<file path="config.mk">
export PLATFORM = sky130hd
export DESIGN_NAME = sync_length_checksum_deframer_core
export DESIGN_NICKNAME = d
export VERILOG_FILES = /design/src/design/slcd_pkg.sv /design/src/design/slcd_front.sv /design/src/design/slcd_queue.sv /design/src/design/slcd_back.sv /design/src/design/sync_length_checksum_deframer_core.sv
export SDC_FILE = /design/constraint.sdc
export NUM_CORES = 1
export LEC_CHECK = 0
export ABC_CLOCK_PERIOD_IN_PS = 2700
export BUFFER_PORTS_ARGS = -buffer_cell sky130_fd_sc_hd__buf_2
export CORE_MARGIN = 3
export CORE_UTILIZATION = 52
export CTS_CLUSTER_DIAMETER = 60
export DETAILED_ROUTE_END_ITERATION = 8
export PLACE_DENSITY = 0.75
export SETUP_SLACK_MARGIN = 0.3
export SLEW_MARGIN = 25
export SYNTH_ARGS = -nofsm -noshare
export SYNTH_HDL_FRONTEND = slang
export SYNTH_SLANG_ARGS = --single-unit
</file>
<file path="constraint.sdc">
create_clock -name clk -period 2.7 [get_ports clk]
set_input_delay 0.405 -clock clk [delete_from_list [all_inputs] [get_ports clk]]
set_output_delay 0.405 -clock clk [all_outputs]
set_load 0.01 [all_outputs]
</file>
<file path="src/design/slcd_pkg.sv">
// Shared types and constants for the sync, length and checksum deframer.
`timescale 1ns / 1ps
`default_nettype none

package slcd_pkg;

  // Classification of one received byte by the front parser.
  typedef enum logic [2:0] {
    KIND_DROP,
    KIND_SYNC1,
    KIND_SYNC2,
    KIND_DEVICE,
    KIND_LENGTH,
    KIND_PAYLOAD,
    KIND_CHECK
  } kind_t;

  // One classified byte as it travels from the front part to the back part.
  typedef struct packed {
    kind_t      kind;
    logic [7:0] data;
    logic [7:0] index;
  } entry_t;

  localparam logic [1:0] EV_NONE    = 2'd0;
  localparam logic [1:0] EV_PAYLOAD = 2'd1;
  localparam logic [1:0] EV_ACCEPT  = 2'd2;
  localparam logic [1:0] EV_BAD_SUM = 2'd3;

  localparam logic [7:0] REG_SYNC_FIRST  = 8'd0;
  localparam logic [7:0] REG_SYNC_SECOND = 8'd1;

  localparam logic [7:0] SYNC_FIRST_RESET  = 8'd85;
  localparam logic [7:0] SYNC_SECOND_RESET = 8'd170;

  localparam logic [8:0] POS_HUNT   = 9'd0;
  localparam logic [8:0] POS_SYNC2  = 9'd1;
  localparam logic [8:0] POS_DEVICE = 9'd2;
  localparam logic [8:0] POS_LENGTH = 9'd3;
  localparam logic [8:0] POS_BODY   = 9'd4;

endpackage

`default_nettype wire

</file>
<file path="src/design/slcd_front.sv">
// Front parser: accepts received bytes, tracks the frame position and classifies each byte.
`timescale 1ns / 1ps
`default_nettype none

module slcd_front (
  input  wire logic            clk,
  input  wire logic            rst,
  input  wire logic            in_valid,
  output logic                 in_ready,
  input  wire logic [7:0]      rx_byte,
  input  wire logic            cfg_valid,
  output logic                 cfg_ready,
  input  wire logic [7:0]      cfg_index,
  input  wire logic [7:0]      cfg_data,
  input  wire logic            queue_full,
  output logic                 push,
  output slcd_pkg::entry_t     push_entry
);

  logic [7:0] sync_first;
  logic [7:0] sync_second;
  logic [8:0] position;
  logic [8:0] position_next;
  logic [7:0] length;
  logic [8:0] body_offset;

  assign in_ready  = !queue_full;
  assign cfg_ready = 1'b1;
  assign push      = in_valid && in_ready;

  assign body_offset = position - slcd_pkg::POS_BODY;

  always_comb begin
    position_next    = position;
    push_entry.kind  = slcd_pkg::KIND_DROP;
    push_entry.data  = rx_byte;
    push_entry.index = body_offset[7:0];
    case (position)
      slcd_pkg::POS_HUNT: begin
        if (rx_byte == sync_first) begin
          push_entry.kind = slcd_pkg::KIND_SYNC1;
          position_next   = slcd_pkg::POS_SYNC2;
        end
      end
      slcd_pkg::POS_SYNC2: begin
        // A mismatching second sync byte is not retried as a first sync byte.
        if (rx_byte == sync_second) begin
          push_entry.kind = slcd_pkg::KIND_SYNC2;
          position_next   = slcd_pkg::POS_DEVICE;
        end else begin
          position_next = slcd_pkg::POS_HUNT;
        end
      end
      slcd_pkg::POS_DEVICE: begin
        push_entry.kind = slcd_pkg::KIND_DEVICE;
        position_next   = slcd_pkg::POS_LENGTH;
      end
      slcd_pkg::POS_LENGTH: begin
        push_entry.kind = slcd_pkg::KIND_LENGTH;
        position_next   = slcd_pkg::POS_BODY;
      end
      default: begin
        if (body_offset < {1'b0, length}) begin
          push_entry.kind = slcd_pkg::KIND_PAYLOAD;
          position_next   = position + 9'd1;
        end else begin
          push_entry.kind = slcd_pkg::KIND_CHECK;
          position_next   = slcd_pkg::POS_HUNT;
        end
      end
    endcase
  end

  always_ff @(posedge clk) begin
    if (rst) begin
      sync_first  <= slcd_pkg::SYNC_FIRST_RESET;
      sync_second <= slcd_pkg::SYNC_SECOND_RESET;
      position    <= slcd_pkg::POS_HUNT;
      length      <= 8'd0;
    end else begin
      if (cfg_valid && cfg_ready) begin
        if (cfg_index == slcd_pkg::REG_SYNC_FIRST) begin
          sync_first <= cfg_data;
        end else if (cfg_index == slcd_pkg::REG_SYNC_SECOND) begin
          sync_second <= cfg_data;
        end
      end
      if (push) begin
        position <= position_next;
        if (position == slcd_pkg::POS_LENGTH) begin
          length <= rx_byte;
        end
      end
    end
  end

endmodule

`default_nettype wire

</file>
<file path="src/design/slcd_queue.sv">
// Short queue of classified bytes between the front parser and the back end.
`timescale 1ns / 1ps
`default_nettype none

module slcd_queue #(
  parameter int DEPTH = 2
) (
  input  wire logic             clk,
  input  wire logic             rst,
  input  wire logic             push,
  input  wire slcd_pkg::entry_t push_entry,
  output logic                  full,
  input  wire logic             pop,
  output logic                  not_empty,
  output slcd_pkg::entry_t      head
);

  localparam int AW = (DEPTH > 1) ? $clog2(DEPTH) : 1;
  localparam int CW = $clog2(DEPTH + 1);
  localparam logic [AW-1:0] LAST = AW'(DEPTH - 1);
  localparam logic [CW-1:0] FULL_COUNT = CW'(DEPTH);

  slcd_pkg::entry_t slots [DEPTH];
  logic [AW-1:0] wr_ptr;
  logic [AW-1:0] rd_ptr;
  logic [CW-1:0] count;

  assign full      = (count == FULL_COUNT);
  assign not_empty = (count != '0);
  assign head      = slots[rd_ptr];

  always_ff @(posedge clk) begin
    if (push) begin
      slots[wr_ptr] <= push_entry;
    end
  end

  always_ff @(posedge clk) begin
    if (rst) begin
      wr_ptr <= '0;
      rd_ptr <= '0;
      count  <= '0;
    end else begin
      if (push) begin
        wr_ptr <= (wr_ptr == LAST) ? '0 : wr_ptr + 1'b1;
      end
      if (pop) begin
        rd_ptr <= (rd_ptr == LAST) ? '0 : rd_ptr + 1'b1;
      end
      if (push && !pop) begin
        count <= count + 1'b1;
      end else if (pop && !push) begin
        count <= count - 1'b1;
      end
    end
  end

endmodule

`default_nettype wire

</file>
<file path="src/design/slcd_back.sv">
// Back end: keeps the running checksum and frame registers and drives the result register.
`timescale 1ns / 1ps
`default_nettype none

module slcd_back (
  input  wire logic             clk,
  input  wire logic             rst,
  input  wire logic             not_empty,
  input  wire slcd_pkg::entry_t head,
  output logic                  pop,
  output logic                  out_valid,
  input  wire logic             out_ready,
  output logic [1:0]            event_res,
  output logic [7:0]            payload_index,
  output logic [7:0]            payload_byte,
  output logic [7:0]            frame_device,
  output logic [7:0]            frame_length
);

  logic [7:0] running_sum;
  logic [7:0] running_sum_next;
  logic [7:0] device_next;
  logic [7:0] length_next;
  logic [1:0] event_next;
  logic [7:0] index_next;
  logic [7:0] byte_next;

  // The result register takes a new request whenever it is empty or being drained.
  assign pop = not_empty && (!out_valid || out_ready);

  always_comb begin
    running_sum_next = running_sum;
    device_next      = frame_device;
    length_next      = frame_length;
    event_next       = slcd_pkg::EV_NONE;
    index_next       = 8'd0;
    byte_next        = 8'd0;
    case (head.kind)
      slcd_pkg::KIND_DROP: begin
      end
      slcd_pkg::KIND_SYNC1: begin
        running_sum_next = head.data;
      end
      slcd_pkg::KIND_SYNC2: begin
        running_sum_next = running_sum + head.data;
      end
      slcd_pkg::KIND_DEVICE: begin
        running_sum_next = running_sum + head.data;
        device_next      = head.data;
      end
      slcd_pkg::KIND_LENGTH: begin
        running_sum_next = running_sum + head.data;
        length_next      = head.data;
      end
      slcd_pkg::KIND_PAYLOAD: begin
        running_sum_next = running_sum + head.data;
        event_next       = slcd_pkg::EV_PAYLOAD;
        index_next       = head.index;
        byte_next        = head.data;
      end
      slcd_pkg::KIND_CHECK: begin
        event_next = (running_sum == head.data) ? slcd_pkg::EV_ACCEPT
                                                : slcd_pkg::EV_BAD_SUM;
      end
      default: begin
      end
    endcase
  end

  always_ff @(posedge clk) begin
    if (rst) begin
      out_valid     <= 1'b0;
      running_sum   <= 8'd0;
      frame_device  <= 8'd0;
      frame_length  <= 8'd0;
      event_res     <= slcd_pkg::EV_NONE;
      payload_index <= 8'd0;
      payload_byte  <= 8'd0;
    end else begin
      if (pop) begin
        out_valid     <= 1'b1;
        running_sum   <= running_sum_next;
        frame_device  <= device_next;
        frame_length  <= length_next;
        event_res     <= event_next;
        payload_index <= index_next;
        payload_byte  <= byte_next;
      end else if (out_ready) begin
        out_valid <= 1'b0;
      end
    end
  end

endmodule

`default_nettype wire

</file>
<file path="src/design/sync_length_checksum_deframer_core.sv">
// Top level of the sync, length and checksum frame parser.
//
// The block takes one received byte per request and gives exactly one result per byte:
// nothing, a payload byte with its index, frame accepted, or checksum error, together
// with the device id and length of the current or last frame. Frames are two sync bytes
// (set through configuration registers 0 and 1), a device id, a length, that many payload
// bytes and an 8-bit additive checksum over everything before it. It sustains one byte
// per clock cycle while results are taken and drops in_ready when the queue is full. The
// front parser classifies each byte and writes it into the queue when it is accepted, and
// the back end moves it into the result register when that register is free. The queue
// of QUEUE_DEPTH entries lets the input keep flowing while a result waits to be taken.
`timescale 1ns / 1ps
`default_nettype none

module sync_length_checksum_deframer_core #(
  parameter int QUEUE_DEPTH = 2
) (
  input  wire logic        clk,
  input  wire logic        rst,
  input  wire logic        in_valid,
  output logic             in_ready,
  input  wire logic [7:0]  rx_byte,
  input  wire logic        cfg_valid,
  output logic             cfg_ready,
  input  wire logic [7:0]  cfg_index,
  input  wire logic [7:0]  cfg_data,
  output logic             out_valid,
  input  wire logic        out_ready,
  output logic [1:0]       event_res,
  output logic [7:0]       payload_index,
  output logic [7:0]       payload_byte,
  output logic [7:0]       frame_device,
  output logic [7:0]       frame_length
);

  logic             push;
  slcd_pkg::entry_t push_entry;
  logic             queue_full;
  logic             pop;
  logic             not_empty;
  slcd_pkg::entry_t head;

  slcd_front u_front (
    .clk        (clk),
    .rst        (rst),
    .in_valid   (in_valid),
    .in_ready   (in_ready),
    .rx_byte    (rx_byte),
    .cfg_valid  (cfg_valid),
    .cfg_ready  (cfg_ready),
    .cfg_index  (cfg_index),
    .cfg_data   (cfg_data),
    .queue_full (queue_full),
    .push       (push),
    .push_entry (push_entry)
  );

  slcd_queue #(
    .DEPTH (QUEUE_DEPTH)
  ) u_queue (
    .clk        (clk),
    .rst        (rst),
    .push       (push),
    .push_entry (push_entry),
    .full       (queue_full),
    .pop        (pop),
    .not_empty  (not_empty),
    .head       (head)
  );

  slcd_back u_back (
    .clk           (clk),
    .rst           (rst),
    .not_empty     (not_empty),
    .head          (head),
    .pop           (pop),
    .out_valid     (out_valid),
    .out_ready     (out_ready),
    .event_res     (event_res),
    .payload_index (payload_index),
    .payload_byte  (payload_byte),
    .frame_device  (frame_device),
    .frame_length  (frame_length)
  );

endmodule

`default_nettype wire

</file>
Yosys cells after proc, flatten, opt, wreduce, memory -nomap -nowiden
Memories as Yosys holds them, arrays and structs flattened. A register that Yosys moved wholly into a read port is not among the register bits.
Cells that the tools add are included.
{ "op_classes": {"n_mux": 23, "n_addsub": 7, "reduce_logical": 23, "n_eq_ne": 15, "bitwise_logic": 1, "magnitude_cmp": 1} }
{ "ops": {"columns": ["op", "n"], "rows": [
  ["9-bit case mux with 4 select lines", 1],
  ["8-bit equality test", 3],
  ["9-bit by 2-bit equality test with 1-bit output (second input constant)", 2],
  ["9-bit two-way mux", 2],
  ["8-bit two-way mux", 2],
  ["8-bit case mux with 2 select lines", 1],
  ["3-bit case mux with 4 select lines", 1],
  ["2-bit AND reduction", 6],
  ["1-bit two-way mux", 10],
  ["2-bit two-way mux", 5],
  ["9-bit by 1-bit adder with 9-bit output (second input constant)", 1],
  ["3-bit equality test (second input constant)", 3],
  ["9-bit by 1-bit equality test with 1-bit output (second input constant)", 1],
  ["9-bit logical NOT", 1],
  ["9-bit by 8-bit < comparator with 1-bit output", 1],
  ["9-bit by 3-bit subtractor with 9-bit output (second input constant)", 1],
  ["8-bit adder", 1],
  ["8-bit by 1-bit equality test with 1-bit output (second input constant)", 1],
  ["8-bit logical NOT", 1],
  ["2-bit nonzero test", 4],
  ["3-bit by 2-bit equality test with 1-bit output (second input constant)", 2],
  ["1-bit logical AND", 4],
  ["1-bit logical NOT", 4],
  ["2-bit case mux with 2 select lines", 1],
  ["10 further kinds", 11]
]} }
{ "totals": {"mem_count": 1, "reg_bits": 80, "mem_bits_rw": 38, "in_bits": 29} }
{ "memory_table": {"columns": ["name", "depth", "word_bits", "rd", "rd_clocked_by_memory_dff", "write_ports", "line_no", "text"], "rows": [
  ["u_queue.slots", 2, 19, 1, 1, 1, "slcd_queue.sv:23", "slcd_pkg::entry_t slots [DEPTH];"]
]} }

Depth between registers and ports, before layout
{ "logic_depth": {"ltp_word": 7, "depth_mapped": 13, "mapped_depth_nobuf": 11} }

Cells and area by module
Synthesis repeated with hierarchy kept, for this count alone.
{ "unflattened": {"hier_cells": 542, "area_unflattened_um2": 5642.9} }
{ "modules_own_cells": {"columns": ["mod", "cells_per_inst", "n_inst", "area_each_um2"], "rows": [
  ["slcd_front", 242, 1, 2063.2],
  ["slcd_back", 219, 1, 1998.2],
  ["slcd_queue", 81, 1, 1581.5]
]} }

Worst setup path after synthesis
No wires, ideal clock.
{ "synth_path": {"path_kind": "register -> register", "startpoint": "register (tool-made name)", "endpoint": "register u_back.running_sum[6]", "required_ps": 2555, "stages_incl_launch_ff": 14, "arrival_ps": 2619, "synth_period_minus_slack_ps": 2764, "path_slack_ps": -64, "path_cell_list": "dfxtp_1 > buf_6 > buf_1 > mux2i_1 > inv_1 > ha_1 > inv_1 > fa_1 > nor2b_1 > o21a_1 > o21ai_0 > a21oi_1 > o41ai_1 > a211oi_1"} }
{ "synth_rtl": {"columns": ["element", "line_no", "text"], "rows": [
  ["to (signal assigned)", "slcd_back.sv:82", "running_sum <= running_sum_next;"],
  ["to (decl)", "slcd_back.sv:20", "logic [7:0] running_sum;"]
]} }

==> metrics <==
Fin Setup TNS 0 ns; top cells by count, synth nor2_1, dfxtp_1, edfxtp_1, inv_1; flop2flop setup slack about 0.2 ns; Hold/Removal Path Class in -> reg; Most used DFF post-synth dfxtp_1; critical path endpoint u_queue.slots[0][17]; Avg Synthesized Cell Area 10.21 µm²; crit-path max cell delay approximately 0.37 ns; Detailed Route WL between 10000 and 15000 µm; Worst Path Class, Setup reg -> reg; GRT Util Overall 22.83%; most used cell, CP buf_6; mux contribution to synthesized area 7.437%; H-tree level count 4; Synth Warn # 0; num rows 36; Routed Antenna Nets 0; DP Cell Count roughly 730; largest net degree at the start of global routing 45; initial antenna violation count 0; worst reg2reg startpoint u_front.position[2]; multi-input logic area 0.002733 mm²; Skew-Pair Late Insertion Delay around 0.52 ns; first-pass GRT wire length 20960 µm; Crit Reg-Reg Endpoint u_queue.slots[0][17]; Core Area 0.01004 mm²; post-synth top area share 29.47%; Buf/Inv on CP 3; worst hold slack 0.1029 ns; # setup viols final 0; Post-Syn Nets approximately 600; vias in the first global route 4234; post-synthesis cell area approximately 0.0055 mm²; FF+latch area 0.002775 mm²; remaining design rule violation count 0; post-synthesis adder-cell area fraction 5.367%; max-slew violations 0; Worst-path clk slew 0.06 ns; Synth Area in XOR/XNOR 4.753%; status complete, no violations; Final Cycle Share 92.64%; CP delay by family, top simple AND/OR/NAND/NOR gates; Synth Area in Simple Gates 15.76%; CP Max Fanout 5; CTS tree done; GRT overflow 0; initial core utilization 54.77%; # nets final 686; Final Hold Fails 0; largest family of logic cells by synthesized area simple AND/OR/NAND/NOR gates; placed cell areas 0.006123 mm²; fmax roughly 400 MHz; Peak VDD IR 0.0005225 V; top-count cell post-synth nor2_1; ranking of synthesized cells by area dfxtp_1, edfxtp_1, nor2_1; WP depth 10; CP Cell Sequence buf_6 > nor4b_4 > xor2_2 > ha_1 > o211ai_1 > nor3_2 > nor4_4 > buf_4 > buf_6 > a21oi_2; EDFF count, synth 38; IO buf count 64; Worst setup SP type flip-flop; area delta synth->final 27.13%; vias per cell 5.664; Die ar. 0.01185 mm²; RSZ-0062 raised after global routing yes; Iter 0 DRT Violations 519; Max-cap violations 0; Max-slew headroom 42.00%; fillers 702; Final min period 2.501 ns; Final Cell Area between 0.006 and 0.007 mm²; Seq/Total Area, Yosys 50.22%; clk root buf clkbuf_8; PnR worst setup slack 0.1988 ns; Critical Path RT 2.95 ns; WL/cell 16.82 µm; Synth async-reset ratio 0%; unique cell type count in the Yosys netlist 56; Hold Path Depth 2; CTS Buf Count 17; DR pass1 iterations 5; ANT cells 0; Slew @ Worst Pin approximately 0.87 ns; CP max-delay cell dfxtp_4; # hold bufs at CTS 0; Worst Path Arrival 2.75 ns; Vias 4418; power per cell area 928.3 mW/mm²; I/O pins 66; CP Launch Point u_front.position[2]; P_leak 2.712 nW; Yosys reg bits 119; die height roughly 110 µm; Worst Clk Skew 0.007400 ns; Worst Reg-to-Reg Cells 10; top cell type by total area after synthesis dfxtp_1; fin cells 780; layout cells sized above 1 30.14%; Final GP Congestion roughly 0.88; DP HPWL 8741 µm; Setup WS pre-CTS -0.01524 ns; clock tree buffer depth 2; chip width 108.9 µm; crit end category flip-flop; Synth Instances 539; Synth Area in Compound Gates 12.19%; Clock Sink Count 119
[layout make-up]
class                           count  area share (%)
Sequential cell                   119           39.68
Multi-Input combinational cell    364           39.07
Timing Repair Buffer              103           9.284
Clock buffer                       17           5.921
Tap cell                          133           2.379
Clock inverter                     15           2.039
Inverter                           29           1.628
[layer usage]
layer  up-vias  GRT usage, %  part of all wire [%]
met4         0         8.656                   1.4
met1      2116         29.57                    44
met2       165         37.15                    48
met3        18         5.388                   6.1
li1       2119             -                     -
met5         -             0                     0
[kinds of logic after synthesis]
logic type                 Yosys count
DFF                                119
muxes                               38
adders and majority gates           23
other                                1
and+or+nand+nor                    176
buffers and inverters               56
xor gates and xnor gates            29
AOI/OAI and AO/OA                   97
[layout by cell type (no fill, tap or decap), types with 4 or more instances in the layout]
cell type / n
nor2b_1: 6
edfxtp_1: 38
a211oi_1: 22
nor3_1: 7
nor4_1: 7
nor2_1: 83
mux2_2: 10
inv_1: 26
buf_2: 64
a31oi_1: 8
a22oi_1: 16
a211o_1: 8
xnor2_1: 6
nand2b_1: 4
buf_4: 34
dfxtp_1: 77
nand2_1: 25
clkbuf_16: 16
o21ai_0: 6
ha_1: 17
inv_6: 7
nand3_1: 16
a21oi_1: 12
xor2_1: 19
mux2i_1: 22
[state kept, by name, summed over array words and instances (netlist names), named ones only]
register and flops:
u_back.event_res 2, u_back.frame_device 8, u_back.frame_length 8, u_back.out_valid 1
u_back.payload_byte 8, u_back.payload_index 8, u_back.running_sum 8, u_front.length 8
u_front.position 9, u_front.sync_first 8, u_front.sync_second 8, u_queue.count 2
u_queue.rd_ptr 1, u_queue.slots 38, u_queue.wr_ptr 1
[stage by stage]
step / util [%] / power, W
2_1_floorplan: - / 0.003632
3_5_place_dp: 60.96 / 0.004168
5_1_grt: 69.63 / 0.006838
4_1_cts: 68.42 / 0.006350
6_report: 69.63 / 0.006492
3_3_place_gp: 60.96 / 0.004098
[repair_timing]
item | CTS | global route
resized for setup | 24 | 19
endpoints found under the setup margin | 17 | 18
pin swaps | 8 | 12
setup buffers | 10 | 4
[where the power goes]
group	total [W]	internal (W)	switching [W]
combinational	0.00211	0.000923	0.00119
clock	0.00212	0.00124	0.000878
sequential	0.00226	0.00210	0.000160
total	0.00649	0.00426	0.00223
[how the worst min path moves through the flow]
stage | from | endpoint | slack, ns
global placement | u_back.running_sum[0] | u_back.running_sum[0] | 0.44
global route | cfg_data[0] | u_front.sync_first[0] | 0.1
detailed placement | u_back.running_sum[0] | u_back.running_sum[0] | 0.45
floorplan | u_back.running_sum[0] | u_back.running_sum[0] | 0.44
CTS | cfg_data[4] | u_front.sync_first[4] | 0.1
finish | cfg_data[4] | u_front.sync_first[4] | 0.10
(Power assumes the default switching activity.)
